$ cat config.mk
export PLATFORM = sky130hd
export DESIGN_NAME = aap_cell
export DESIGN_NICKNAME = d
export VERILOG_FILES = /design/src/hdl/aap_pkg.sv /design/src/hdl/aap_cell.sv
export SDC_FILE = /design/constraint.sdc
export NUM_CORES = 1
export LEC_CHECK = 0
export BUFFER_PORTS_ARGS = -buffer_cell sky130_fd_sc_hd__buf_2
export CORE_UTILIZATION = 52
export CTS_CLUSTER_SIZE = 24
export DETAILED_ROUTE_END_ITERATION = 12
export PLACE_DENSITY = 0.75
export SLEW_MARGIN = 20
export SYNTH_ARGS = -nofsm -noshare
export SYNTH_HDL_FRONTEND = slang
export SYNTH_SLANG_ARGS = --single-unit
$ cat constraint.sdc
create_clock -name clk -period 12 [get_ports clk]
set_input_delay 2.4 -clock clk [delete_from_list [all_inputs] [get_ports clk]]
set_output_delay 2.4 -clock clk [all_outputs]
set_load 0.05 [all_outputs]
$ cat src/hdl/aap_pkg.sv
// ----------------------------------------------------------------------------
// aap_pkg
// Shared types, sizes and helpers for the adaptive average pooling block.
// ----------------------------------------------------------------------------
package aap_pkg;

  localparam int MaxInDim  = 256;
  localparam int MaxOutDim = 8;
  localparam int NumCells  = MaxOutDim * MaxOutDim;
  localparam int DimW      = $clog2(MaxInDim + 1);   // 9 bits: 1..256
  localparam int OdimW     = $clog2(MaxOutDim + 1);  // 4 bits: 1..8
  localparam int IdxW      = $clog2(MaxOutDim);      // 3 bits
  localparam int SumW      = 32;
  localparam int AreaW     = 2 * DimW - 1;           // up to 65536
  localparam int PixW      = 16;
  localparam int RecipSh   = 12;
  localparam int RecipW    = RecipSh + 1;
  localparam int CfgAddrW  = 3;
  localparam int CfgDataW  = 9;
  localparam int SettleCyc = 5;

  typedef enum logic [CfgAddrW-1:0] {
    REG_IN_HEIGHT  = 3'd0,
    REG_IN_WIDTH   = 3'd1,
    REG_OUT_HEIGHT = 3'd2,
    REG_OUT_WIDTH  = 3'd3
  } cfg_reg_t;

  typedef enum logic [1:0] {
    ST_IDLE,
    ST_LOAD,
    ST_DIV,
    ST_PUT
  } aap_state_t;

  // per-item control broadcast to the accumulator cells
  typedef struct packed {
    logic accept;  // a pixel is taken this cycle
    logic first;   // pixel is at row 0, column 0: restart the sum
  } cell_ctrl_t;

  // floor(4096 / d) for d = 1..8, used to divide a size by an output size
  function automatic logic [RecipW-1:0] recip(input logic [OdimW-1:0] d);
    logic [RecipW-1:0] v;
    unique case (d)
      4'd1:    v = 13'd4096;
      4'd2:    v = 13'd2048;
      4'd3:    v = 13'd1365;
      4'd4:    v = 13'd1024;
      4'd5:    v = 13'd819;
      4'd6:    v = 13'd682;
      4'd7:    v = 13'd585;
      default: v = 13'd512;
    endcase
    return v;
  endfunction

endpackage

$ cat src/hdl/aap_cell.sv
// ----------------------------------------------------------------------------
// aap_cell
// One window accumulator: adds the pixel when its window holds it.
// ----------------------------------------------------------------------------
module aap_cell import aap_pkg::*; (
  input  logic                   clk,
  input  cell_ctrl_t             ctrl,
  input  logic                   hit,
  input  logic signed [PixW-1:0] pixel,
  output logic        [SumW-1:0] sum
);

  logic [SumW-1:0] sum_r;
  logic [SumW-1:0] sum_nxt;
  logic [SumW-1:0] addend;

  always_comb begin
    addend  = hit ? SumW'(pixel) : '0;
    sum_nxt = sum_r;
    if (ctrl.accept) begin
      sum_nxt = (ctrl.first ? '0 : sum_r) + addend;
    end
  end

  always_ff @(posedge clk) begin
    sum_r <= sum_nxt;
  end

  assign sum = sum_r;

endmodule

==> flow_summary.json <==
{
  "hpwl_um": 5440,
  "crit_path_max_cell_delay_ps": 600,
  "floorplan.die.height_um": 79.6,
  "final_common_cell": "sky130_fd_sc_hd__buf_2",
  "ys_seq_elements": 32,
  "io_pins": 52,
  "post-route-period-util_pct": 47.2,
  "antennaDiodeCount": 0,
  "slew_headroom_pct": 44.0,
  "post_dp_cell_area_mm2": 0.00339,
  "most-common-layout-cells": "sky130_fd_sc_hd__buf_2 (51), sky130_fd_sc_hd__nor2b_1 (32), sky130_fd_sc_hd__edfxtp_1 (32), sky130_fd_sc_hd__a21oi_1 (29), sky130_fd_sc_hd__xnor2_1 (27)",
  "largest_register_ff_count": 32,
  "outcome": "finished, final reports clean",
  "pin_count_of_the_biggest_net_entering_global_routing": 44,
  "asyncSetResetFlopFracSynth_pct": 0,
  "unrepaired_setup_endpoints_after_global_routing": "false",
  "global_route.overflow_total": 0,
  "critPathSlowestCell": "sky130_fd_sc_hd__buf_2",
  "dieArea_mm2": 0.00633,
  "setup.worst_path.start_class": "input pin",
  "core_area_mm2": 0.00564,
  "num_rows": 27,
  "final.min_clock_period_ps": 5660,
  "synth_warnings": 0,
  "crit_end_element": "flip-flop",
  "place_ws_ps": 6080,
  "design_area_mm2": 0.00347,
  "hold_buffers": 0,
  "maximum_net_fanout_on_the_critical_path": 43,
  "hold_path.class": "flip-flop to flip-flop",
  "cts_htree_levels": 2,
  "syn-num-nets": 405,
  "power.ir.vdd_worst_mv": 0.0628,
  "area_growth_syn_to_layout_pct": 10.9,
  "grt_pass1_wl_um": 12100,
  "drc_errors": 0,
  "drv_cap": 0,
  "post_route_cells_drive_above_1_share_pct": 16.1,
  "crit_path_cell_trace": "buf_2, nor2b_1, ha_1, fa_1, a21o_1, a221oi_1, a21bo_2, a21oi_1, a21oi_1, o221ai_1, xnor2_1",
  "number_of_input_and_output_port_buffers_inserted": 51,
  "final_max_slew_viol_count": 0,
  "whs_ps": 721,
  "clk_path_buf_depth": 2,
  "clock-sinks": 32,
  "chipWidth_um": 79.6,
  "postCtsResizedCells": 0,
  "multi_input_area_mm2": 0.00206,
  "synth_area_mm2": 0.00313,
  "yosys.cell_types.count": 49,
  "timing.final.setup_violations": 0,
  "tritoncts": "built",
  "wire_per_inst_um": 15.8,
  "routabilityCongestion": 0.914,
  "synth_ff_type": "sky130_fd_sc_hd__edfxtp_1",
  "clkTransAtPathRegs_ps": 70,
  "post_synth_inst_count": 358,
  "drt_first_pass_iters": 5,
  "layout.filler_cells": 538,
  "vias": 2794,
  "synthesis.area_per_instance_um2": 8.74,
  "grt_use_total_pct": 24.6,
  "detail-route-antenna-nets": 0,
  "worstRegToRegCells": 10,
  "max_clock_freq_mhz": 177,
  "final_core_utilization_pct": 61.5,
  "worst_slew_pin_slew_ps": 839,
  "initial_utilization_pct": 55.4,
  "cts-root-buf": "sky130_fd_sc_hd__clkbuf_8",
  "cellPowerDensity_mw_per_mm2": 117,
  "arrival_ps": 5710,
  "required_worst_endpoint_ps": 12040,
  "leakage_nw": 1.45,
  "worst_path_most_repeated_cell": "sky130_fd_sc_hd__a21oi_1",
  "finClkSkew_ps": 4.40,
  "antenna_found_initial": 0,
  "detail_route.wirelength_um": 7410,
  "min_path_cells": 2,
  "number_of_enable_flip_flop_cells_after_synthesis": 32,
  "grt_pass1_vias": 2600,
  "clock_latency_ps": 290,
  "drt_iter0_markers": 229,
  "final-hold-violation-count": 0,
  "synth_sequential_area_ratio_pct": 30.7,
  "setup-tns-final_ps": 0,
  "final-seq-area_um2": 961,
  "cts_setup_buffers": 0,
  "numCtsBuffers": 5,
  "worst_slack_ps": 6340,
  "detail_route.vias_per_cell": 5.96,
  "path_class": "input pin to flip-flop",
  "final_net_count": 444
}
[logic make-up after synthesis]
| group | share of synthesized area [%] |
|---|---|
| AOI/OAI and AO/OA | 20.9 |
| adders and majority gates | 11.4 |
| and+or+nand+nor | 23.4 |
| DFF | 30.7 |
| xor gates and xnor gates | 10.1 |
| buffers and inverters | 3.56 |
[per-layer routing]
layer	GRT usage (%)	vias to the layer above	wire (um)
li1	-	1391	-
met2	42.8	90	3630
met5	0	-	0
met3	3.77	9	347
met1	31.7	1304	3360
met4	5.45	0	73
[worst paths after layout]
kind | from | endpoint | slack (ps)
setup / recovery | ctrl[0] | sum[28] | 6340
hold reg to reg | sum[0] | sum[0] | 720
hold / removal | sum[0] | sum[0] | 720
setup reg to reg | sum[0] | sum[28] | 8660
[Yosys cell counts, types with 2 or more instances]
cell | count | area [um^2]
sky130_fd_sc_hd__a211oi_1 | 2 | 15.0
sky130_fd_sc_hd__a21o_1 | 9 | 67.6
sky130_fd_sc_hd__a21oi_1 | 29 | 145
sky130_fd_sc_hd__a221o_1 | 2 | 20.0
sky130_fd_sc_hd__a31oi_1 | 6 | 37.5
sky130_fd_sc_hd__and2_1 | 18 | 113
sky130_fd_sc_hd__and4_1 | 2 | 17.5
sky130_fd_sc_hd__buf_2 | 2 | 10.0
sky130_fd_sc_hd__buf_4 | 2 | 15.0
sky130_fd_sc_hd__clkbuf_1 | 15 | 56.3
sky130_fd_sc_hd__edfxtp_1 | 32 | 961
sky130_fd_sc_hd__ha_1 | 26 | 325
sky130_fd_sc_hd__inv_1 | 8 | 30.0
sky130_fd_sc_hd__nand2_1 | 23 | 86.3
sky130_fd_sc_hd__nand2b_1 | 3 | 18.8
sky130_fd_sc_hd__nand3_1 | 7 | 35.0
sky130_fd_sc_hd__nand4_1 | 8 | 50.1
sky130_fd_sc_hd__nor2_1 | 20 | 75.1
sky130_fd_sc_hd__nor2b_1 | 32 | 200
sky130_fd_sc_hd__nor3_1 | 10 | 50.1
sky130_fd_sc_hd__nor3b_1 | 2 | 15.0
sky130_fd_sc_hd__nor4_1 | 3 | 18.8
sky130_fd_sc_hd__o211ai_1 | 4 | 30.0
sky130_fd_sc_hd__o21a_1 | 4 | 30.0
sky130_fd_sc_hd__o21ai_0 | 22 | 110
sky130_fd_sc_hd__o21bai_1 | 4 | 30.0
sky130_fd_sc_hd__o311a_1 | 2 | 20.0
sky130_fd_sc_hd__o31ai_1 | 5 | 37.5
sky130_fd_sc_hd__or3_1 | 2 | 12.5
sky130_fd_sc_hd__xnor2_1 | 27 | 236
sky130_fd_sc_hd__xor2_1 | 9 | 78.8
[critical path, delay by kind of cell]
kind	cells	cell delay, ps
simple gates	1	110
buf+inv	1	600
xor+xnor	1	160
fa+ha+maj	2	680
compound gates	6	1730
[final cells by class]
class                      count  share of cell area (%)
clock buffer                   5                    1.98
clock inverter                 2                   0.216
inverter                       8                   0.866
multi-input combinational    299                    59.3
sequential                    32                    27.7
tap                           72                    2.60
timing repair buffer          51                    7.36
[metrics by stage]
stage | power [mW] | instances
6_report | 0.405 | 469
2_1_floorplan | 0.289 | 358
4_1_cts | 0.407 | 469
3_3_place_gp | 0.324 | 462
3_5_place_dp | 0.326 | 462
5_1_grt | 0.426 | 469
[power breakdown]
| group | total [mW] | leakage, nW | switching [mW] | internal [mW] |
|---|---|---|---|---|
| combinational | 0.171 | 1.09 | 0.116 | 0.0549 |
| clock | 0.0800 | 0.0391 | 0.0417 | 0.0383 |
| sequential | 0.154 | 0.320 | 0.00990 | 0.144 |
| total | 0.405 | 1.45 | 0.168 | 0.237 |
(Power assumes the default switching activity.)
