[config.mk]
export PLATFORM = sky130hd
export DESIGN_NAME = aap_div
export DESIGN_NICKNAME = d
export VERILOG_FILES = /design/src/hdl/aap_pkg.sv /design/src/hdl/aap_div.sv
export SDC_FILE = /design/constraint.sdc
export NUM_CORES = 1
export LEC_CHECK = 0
export ABC_CLOCK_PERIOD_IN_PS = 2500
export BUFFER_PORTS_ARGS = -buffer_cell sky130_fd_sc_hd__buf_4
export CORE_AREA = 3 3 127 92
export CTS_CLUSTER_SIZE = 8
export DETAILED_ROUTE_END_ITERATION = 8
export DIE_AREA = 0 0 130 95
export PLACE_DENSITY_LB_ADDON = 0.08
export SKIP_CTS_REPAIR_TIMING = 1
export SYNTH_ARGS = -nofsm -noshare
export SYNTH_HDL_FRONTEND = slang
export SYNTH_SLANG_ARGS = --single-unit
[constraint.sdc]
create_clock -name clk -period 2.5 [get_ports clk]
set_input_delay 0.25 -clock clk [delete_from_list [all_inputs] [get_ports clk]]
set_output_delay 0.25 -clock clk [all_outputs]
set_load 0.02 [all_outputs]
[src/hdl/aap_pkg.sv]
// ----------------------------------------------------------------------------
// aap_pkg
// Shared types, sizes and helpers for the adaptive average pooling block.
// ----------------------------------------------------------------------------
package aap_pkg;

  localparam int MaxInDim  = 256;
  localparam int MaxOutDim = 8;
  localparam int NumCells  = MaxOutDim * MaxOutDim;
  localparam int DimW      = $clog2(MaxInDim + 1);   // 9 bits: 1..256
  localparam int OdimW     = $clog2(MaxOutDim + 1);  // 4 bits: 1..8
  localparam int IdxW      = $clog2(MaxOutDim);      // 3 bits
  localparam int SumW      = 32;
  localparam int AreaW     = 2 * DimW - 1;           // up to 65536
  localparam int PixW      = 16;
  localparam int RecipSh   = 12;
  localparam int RecipW    = RecipSh + 1;
  localparam int CfgAddrW  = 3;
  localparam int CfgDataW  = 9;
  localparam int SettleCyc = 5;

  typedef enum logic [CfgAddrW-1:0] {
    REG_IN_HEIGHT  = 3'd0,
    REG_IN_WIDTH   = 3'd1,
    REG_OUT_HEIGHT = 3'd2,
    REG_OUT_WIDTH  = 3'd3
  } cfg_reg_t;

  typedef enum logic [1:0] {
    ST_IDLE,
    ST_LOAD,
    ST_DIV,
    ST_PUT
  } aap_state_t;

  // per-item control broadcast to the accumulator cells
  typedef struct packed {
    logic accept;  // a pixel is taken this cycle
    logic first;   // pixel is at row 0, column 0: restart the sum
  } cell_ctrl_t;

  // floor(4096 / d) for d = 1..8, used to divide a size by an output size
  function automatic logic [RecipW-1:0] recip(input logic [OdimW-1:0] d);
    logic [RecipW-1:0] v;
    unique case (d)
      4'd1:    v = 13'd4096;
      4'd2:    v = 13'd2048;
      4'd3:    v = 13'd1365;
      4'd4:    v = 13'd1024;
      4'd5:    v = 13'd819;
      4'd6:    v = 13'd682;
      4'd7:    v = 13'd585;
      default: v = 13'd512;
    endcase
    return v;
  endfunction

endpackage

[src/hdl/aap_div.sv]
// ----------------------------------------------------------------------------
// aap_div
// Signed sum over unsigned area, one quotient bit a cycle, truncates to zero.
// ----------------------------------------------------------------------------
module aap_div import aap_pkg::*; (
  input  logic                   clk,
  input  logic                   rst_n,
  input  logic                   start,
  input  logic [SumW-1:0]        dividend,
  input  logic [AreaW-1:0]       divisor,
  output logic                   done,
  output logic [PixW-1:0]        quotient
);

  localparam int CntW = $clog2(SumW);

  logic              busy_r, busy_nxt;
  logic              done_r, done_nxt;
  logic [CntW-1:0]   cnt_r, cnt_nxt;
  logic              neg_r, neg_nxt;
  logic [SumW-1:0]   num_r, num_nxt;
  logic [AreaW:0]    rem_r, rem_nxt;
  logic [AreaW-1:0]  den_r, den_nxt;
  logic [AreaW+1:0]  trial;
  logic [AreaW:0]    shifted;

  always_comb begin
    busy_nxt = busy_r;
    done_nxt = 1'b0;
    cnt_nxt  = cnt_r;
    neg_nxt  = neg_r;
    num_nxt  = num_r;
    rem_nxt  = rem_r;
    den_nxt  = den_r;
    shifted  = {rem_r[AreaW-1:0], num_r[SumW-1]};
    trial    = {1'b0, shifted} - {2'b00, den_r};
    if (start) begin
      busy_nxt = 1'b1;
      cnt_nxt  = '0;
      neg_nxt  = dividend[SumW-1];
      num_nxt  = dividend[SumW-1] ? (~dividend + 1'b1) : dividend;
      rem_nxt  = '0;
      den_nxt  = divisor;
    end else if (busy_r) begin
      if (!trial[AreaW+1]) begin
        rem_nxt = trial[AreaW:0];
        num_nxt = {num_r[SumW-2:0], 1'b1};
      end else begin
        rem_nxt = shifted;
        num_nxt = {num_r[SumW-2:0], 1'b0};
      end
      cnt_nxt = cnt_r + 1'b1;
      if (cnt_r == CntW'(SumW - 1)) begin
        busy_nxt = 1'b0;
        done_nxt = 1'b1;
      end
    end
  end

  always_ff @(posedge clk) begin
    if (!rst_n) begin
      busy_r <= 1'b0;
      done_r <= 1'b0;
    end else begin
      busy_r <= busy_nxt;
      done_r <= done_nxt;
    end
    cnt_r <= cnt_nxt;
    neg_r <= neg_nxt;
    num_r <= num_nxt;
    rem_r <= rem_nxt;
    den_r <= den_nxt;
  end

  assign done     = done_r;
  assign quotient = neg_r ? (~num_r[PixW-1:0] + 1'b1) : num_r[PixW-1:0];

endmodule

==> impl.org <==
** Outcome
- Status :: complete, but fails checks
- Failing checks :: negative setup slack

** Min path
- The worst hold path terminates at den_r[1]$_DFFE_PP_.
- In this run the worst hold path is classified as primary input to register.
- The startpoint identified for the worst hold timing path is divisor[1].
- Counting instances, the worst hold path has a depth of 1.

** STA
- Fin. Hold Viols :: 0
- Worst slew pin tran :: about 0.75 ns
- Time the worst path needs with I/O delays and setup :: approximately 2.6 ns
- Number of endpoints failing setup at the final stage :: 16
- Post-route clock skew :: 0.005201 ns
- Worst slew margin relative to its limit :: around half
- Maximum frequency from static timing analysis :: 384.2 MHz
- The worst path uses 104.1% of the clock period.
- Across all setup checks in the final design, the least slack found is -0.1029 ns.
- Number of pins with negative max-slew slack in the final report :: 0
- Setup repair after global routing could not meet its margin everywhere.

** Synth
- Synthesis produced a netlist whose cell count is 501.
- Sequential cells were found to cover ~42% of the synthesized design area.
- In the synthesized netlist the async set-or-reset flop fraction comes to 0%.
- Synthesis inferred 74 register bits.
- Number of synthesized flops with an enable pin :: 50
- The number of nets handed over by synthesis was around 580.
- Unique masters post-synth :: 54
- Total number of yosys warnings :: 0
- Most used flip-flop cell after synthesis :: edfxtp_1
- Average instance area after synthesis :: ~9.4 µm²
- Area of the mapped netlist :: 4708 µm²

** Clocking
- Insertion delay to the later sink of the worst-skew pair :: roughly 0.34 ns
- In this run the clock root is driven by a clkbuf_16.
- Clock-pin slew was measured on the worst setup and hold paths at around 0.060 ns.
- Maximum buffer depth of the clock tree :: 2
- Total CTS buffers :: 9
- The clock tree synthesis step divided the H-tree into 3 levels.
- The clock net in this run drives a total of 74 sinks.
- Clock tree from TritonCTS :: done

** Critical path
- Count of cells along the worst register-to-register path :: 12
- FF-to-FF setup slack :: -0.10 ns
- Crit Reg-Reg Endpoint :: rem_r[2]$_SDFFE_PP0P_
- Startpoint Class :: register
- Critical path data arrival time :: ~2.8 ns
- Of all nets on the critical path, the largest fanout is 7.
- Timing startpoint of the critical path :: num_r[31]$_DFFE_PP_
- Critical path class :: register to register
- Worst r2r src :: num_r[31]$_DFFE_PP_
- The worst setup path is captured at a register.
- For the worst setup path, the data required time is 2.73 ns.

** Place
- Post-Place Worst Slack :: -0.2852 ns
- Detailed-placement wirelength estimate :: 8.237 mm
- Final RePlAce weighted congestion :: about 0.9
- The count of buffers added on input and output ports is just under 70.

** Global route
- Number of global-route vias before repair :: approximately 3,700
- Pin count of the biggest net entering global routing :: 48
- The total overflow left after global routing is 0.
- Initial antenna violation count :: 0
- Global routing used 18.67% of the available tracks.
- Wire length of the first global-routing pass :: about 18 mm

** Detailed routing
- In the routed design, unresolved DRC markers number 0.
- Total via count in the routed design :: ~4,000
- Starting DRT DRC Count :: ~200
- Count of nets left with antenna violations after detail routing :: 0
- The routed design has around 11 mm of wire.
- TritonRoute pass-1 iters :: 5
- Detailed-route vias per instance :: around 5.4
- Dividing the detail-routed wire length by the instance count gives approximately 15 µm.

** Floorplanning
- Number of ports placed on the die boundary :: 69
- Measured along the y axis, the die boundary spans ~95 µm.
- Starting density of the core :: approximately 45%
- The core region is 10,430 µm².
- Die X-Extent :: ~130 µm
- Row count :: 31
- Overall die area :: approximately 12,000 µm²

** Finish
- Most used cells in the layout excluding fill and tap cells :: buf_4, nor2_1, edfxtp_1
- The library cell used most frequently in the layout, excluding fill and tap cells, is buf_4.
- Final core area utilization :: between 50% and 60%
- At the end of the flow, the number of nets in the layout was 670.
- The filler cells instantiated in the layout total slightly above 900.
- The repair_antennas step left the layout with diodes totalling 0.
- Ratio of cells with drive above 1 in the final layout :: about a quarter
- Relative to the synthesized area, the layout overhead comes to 29.52%.

** Power and ir drop
- For this design the ratio of total power to cell area is approximately 650 nW/µm².
- Worst vdd ir :: about 0.33 mV
- In this run the static leakage power is ~2.5 nW.

** Run
- The tool flagged a number of max-cap violations equal to 0.
power by group:
part           switching [W]  internal, W  leakage [nW]
Sequential         0.0000780      0.00143         0.687
Clock               0.000503      0.00108         0.176
Combinational       0.000459     0.000397          1.62
cells by family (layout without fill, tap and decap cells):
group	Yosys count	in the layout	share of synthesized area [%]
multiplexers	15	15	3.269
buffers and inverters	47	147	3.853
adder cells (fa/ha/maj)	22	22	6.006
AO/OA/AOI/OAI	138	138	18.87
XOR/XNOR	56	56	10.42
flip-flops	74	74	42.09
AND/OR/NAND/NOR	149	149	15.49
final cells by class:
cell class	instances	area, µm²	share of cell area, %
Tap cell	132	165.2	2.708
Sequential cell	74	1982	32.50
Multi-Input combinational cell	380	2691	44.13
Clock inverter	7	141.4	2.318
Inverter	26	97.59	1.600
Clock buffer	9	225.2	3.693
Timing Repair Buffer	105	795.8	13.05
how the worst max path moves through the flow:
stage / endpoint / slack (ns) / depth (start not counted)
finish: rem_r[2]$_SDFFE_PP0P_ / -0.10 / 12
global placement: num_r[28]$_DFFE_PP_ / -0.25 / 7
detailed placement: num_r[28]$_DFFE_PP_ / -0.29 / 7
floorplan: num_r[28]$_DFFE_PP_ / -0.06 / 6
CTS: rem_r[4]$_SDFFE_PP0P_ / -0.26 / 13
global route: rem_r[2]$_SDFFE_PP0P_ / -0.20 / 12
through the flow:
stage	setup TNS [ns]	hold WS, ns	instances	cell area [µm²]	total power (W)
6_report	-0.7596	0.08652	733	6098	0.003944
5_1_grt	-2.463	0.07433	733	6098	0.004144
4_1_cts	-2.884	0.07488	733	5964	0.003952
3_5_place_dp	-4.128	0.4295	717	5598	0.002355
3_3_place_gp	-1.887	0.4279	717	5598	0.002338
2_1_floorplan	-0.06651	0.3489	501	4722	0.002031
critical path, cell delays in order, from the launching register on:
cell and delay (ns):
edfxtp_1 0.37, inv_2 0.09, ha_4 0.13, inv_2 0.03
fa_2 0.36, a211oi_2 0.26, o21ai_2 0.12, a31oi_2 0.20
buf_4 0.17, a41oi_4 0.13, buf_6 0.17, mux2_2 0.26
a22o_1 0.20
routing by layer:
metal  track usage (%)  part of all wire, %  vias up
li1                  -                    -     2009
met1             28.95                   53     1856
met2             26.07                   42       86
met3             4.409                  4.4        7
met4             4.152                 0.82        0
met5                 0                    0        -
registers in the layout, summed over array words and instances (netlist names):
register	count
busy_r	1
done	1
den_r	17
num_r	32
neg_r	1
cnt_r	5
rem_r	17
cells in the mapped netlist (all sizes together), types with 4 or more instances:
cell	n	share of area [%]
nand2b	12	1.6
o31ai	14	2.2
a21oi	46	4.9
nor2	57	4.5
nand3b	4	0.64
edfxtp	50	32
o21a	5	0.80
xor2	33	6.1
xnor2	23	4.3
a211oi	10	1.6
or3	8	1.1
ha	21	5.6
inv	26	2.1
nor3	4	0.43
buf	4	0.43
clkbuf	17	1.4
a31oi	4	0.53
or4	5	0.96
o41ai	7	1.5
nor2b	5	0.66
nand3	4	0.43
a21o	5	0.80
nand2	36	2.9
dfxtp	24	10
o21ai	25	2.7
mux2i	12	2.6
Note: power is estimated with default switching activity, not from simulation.
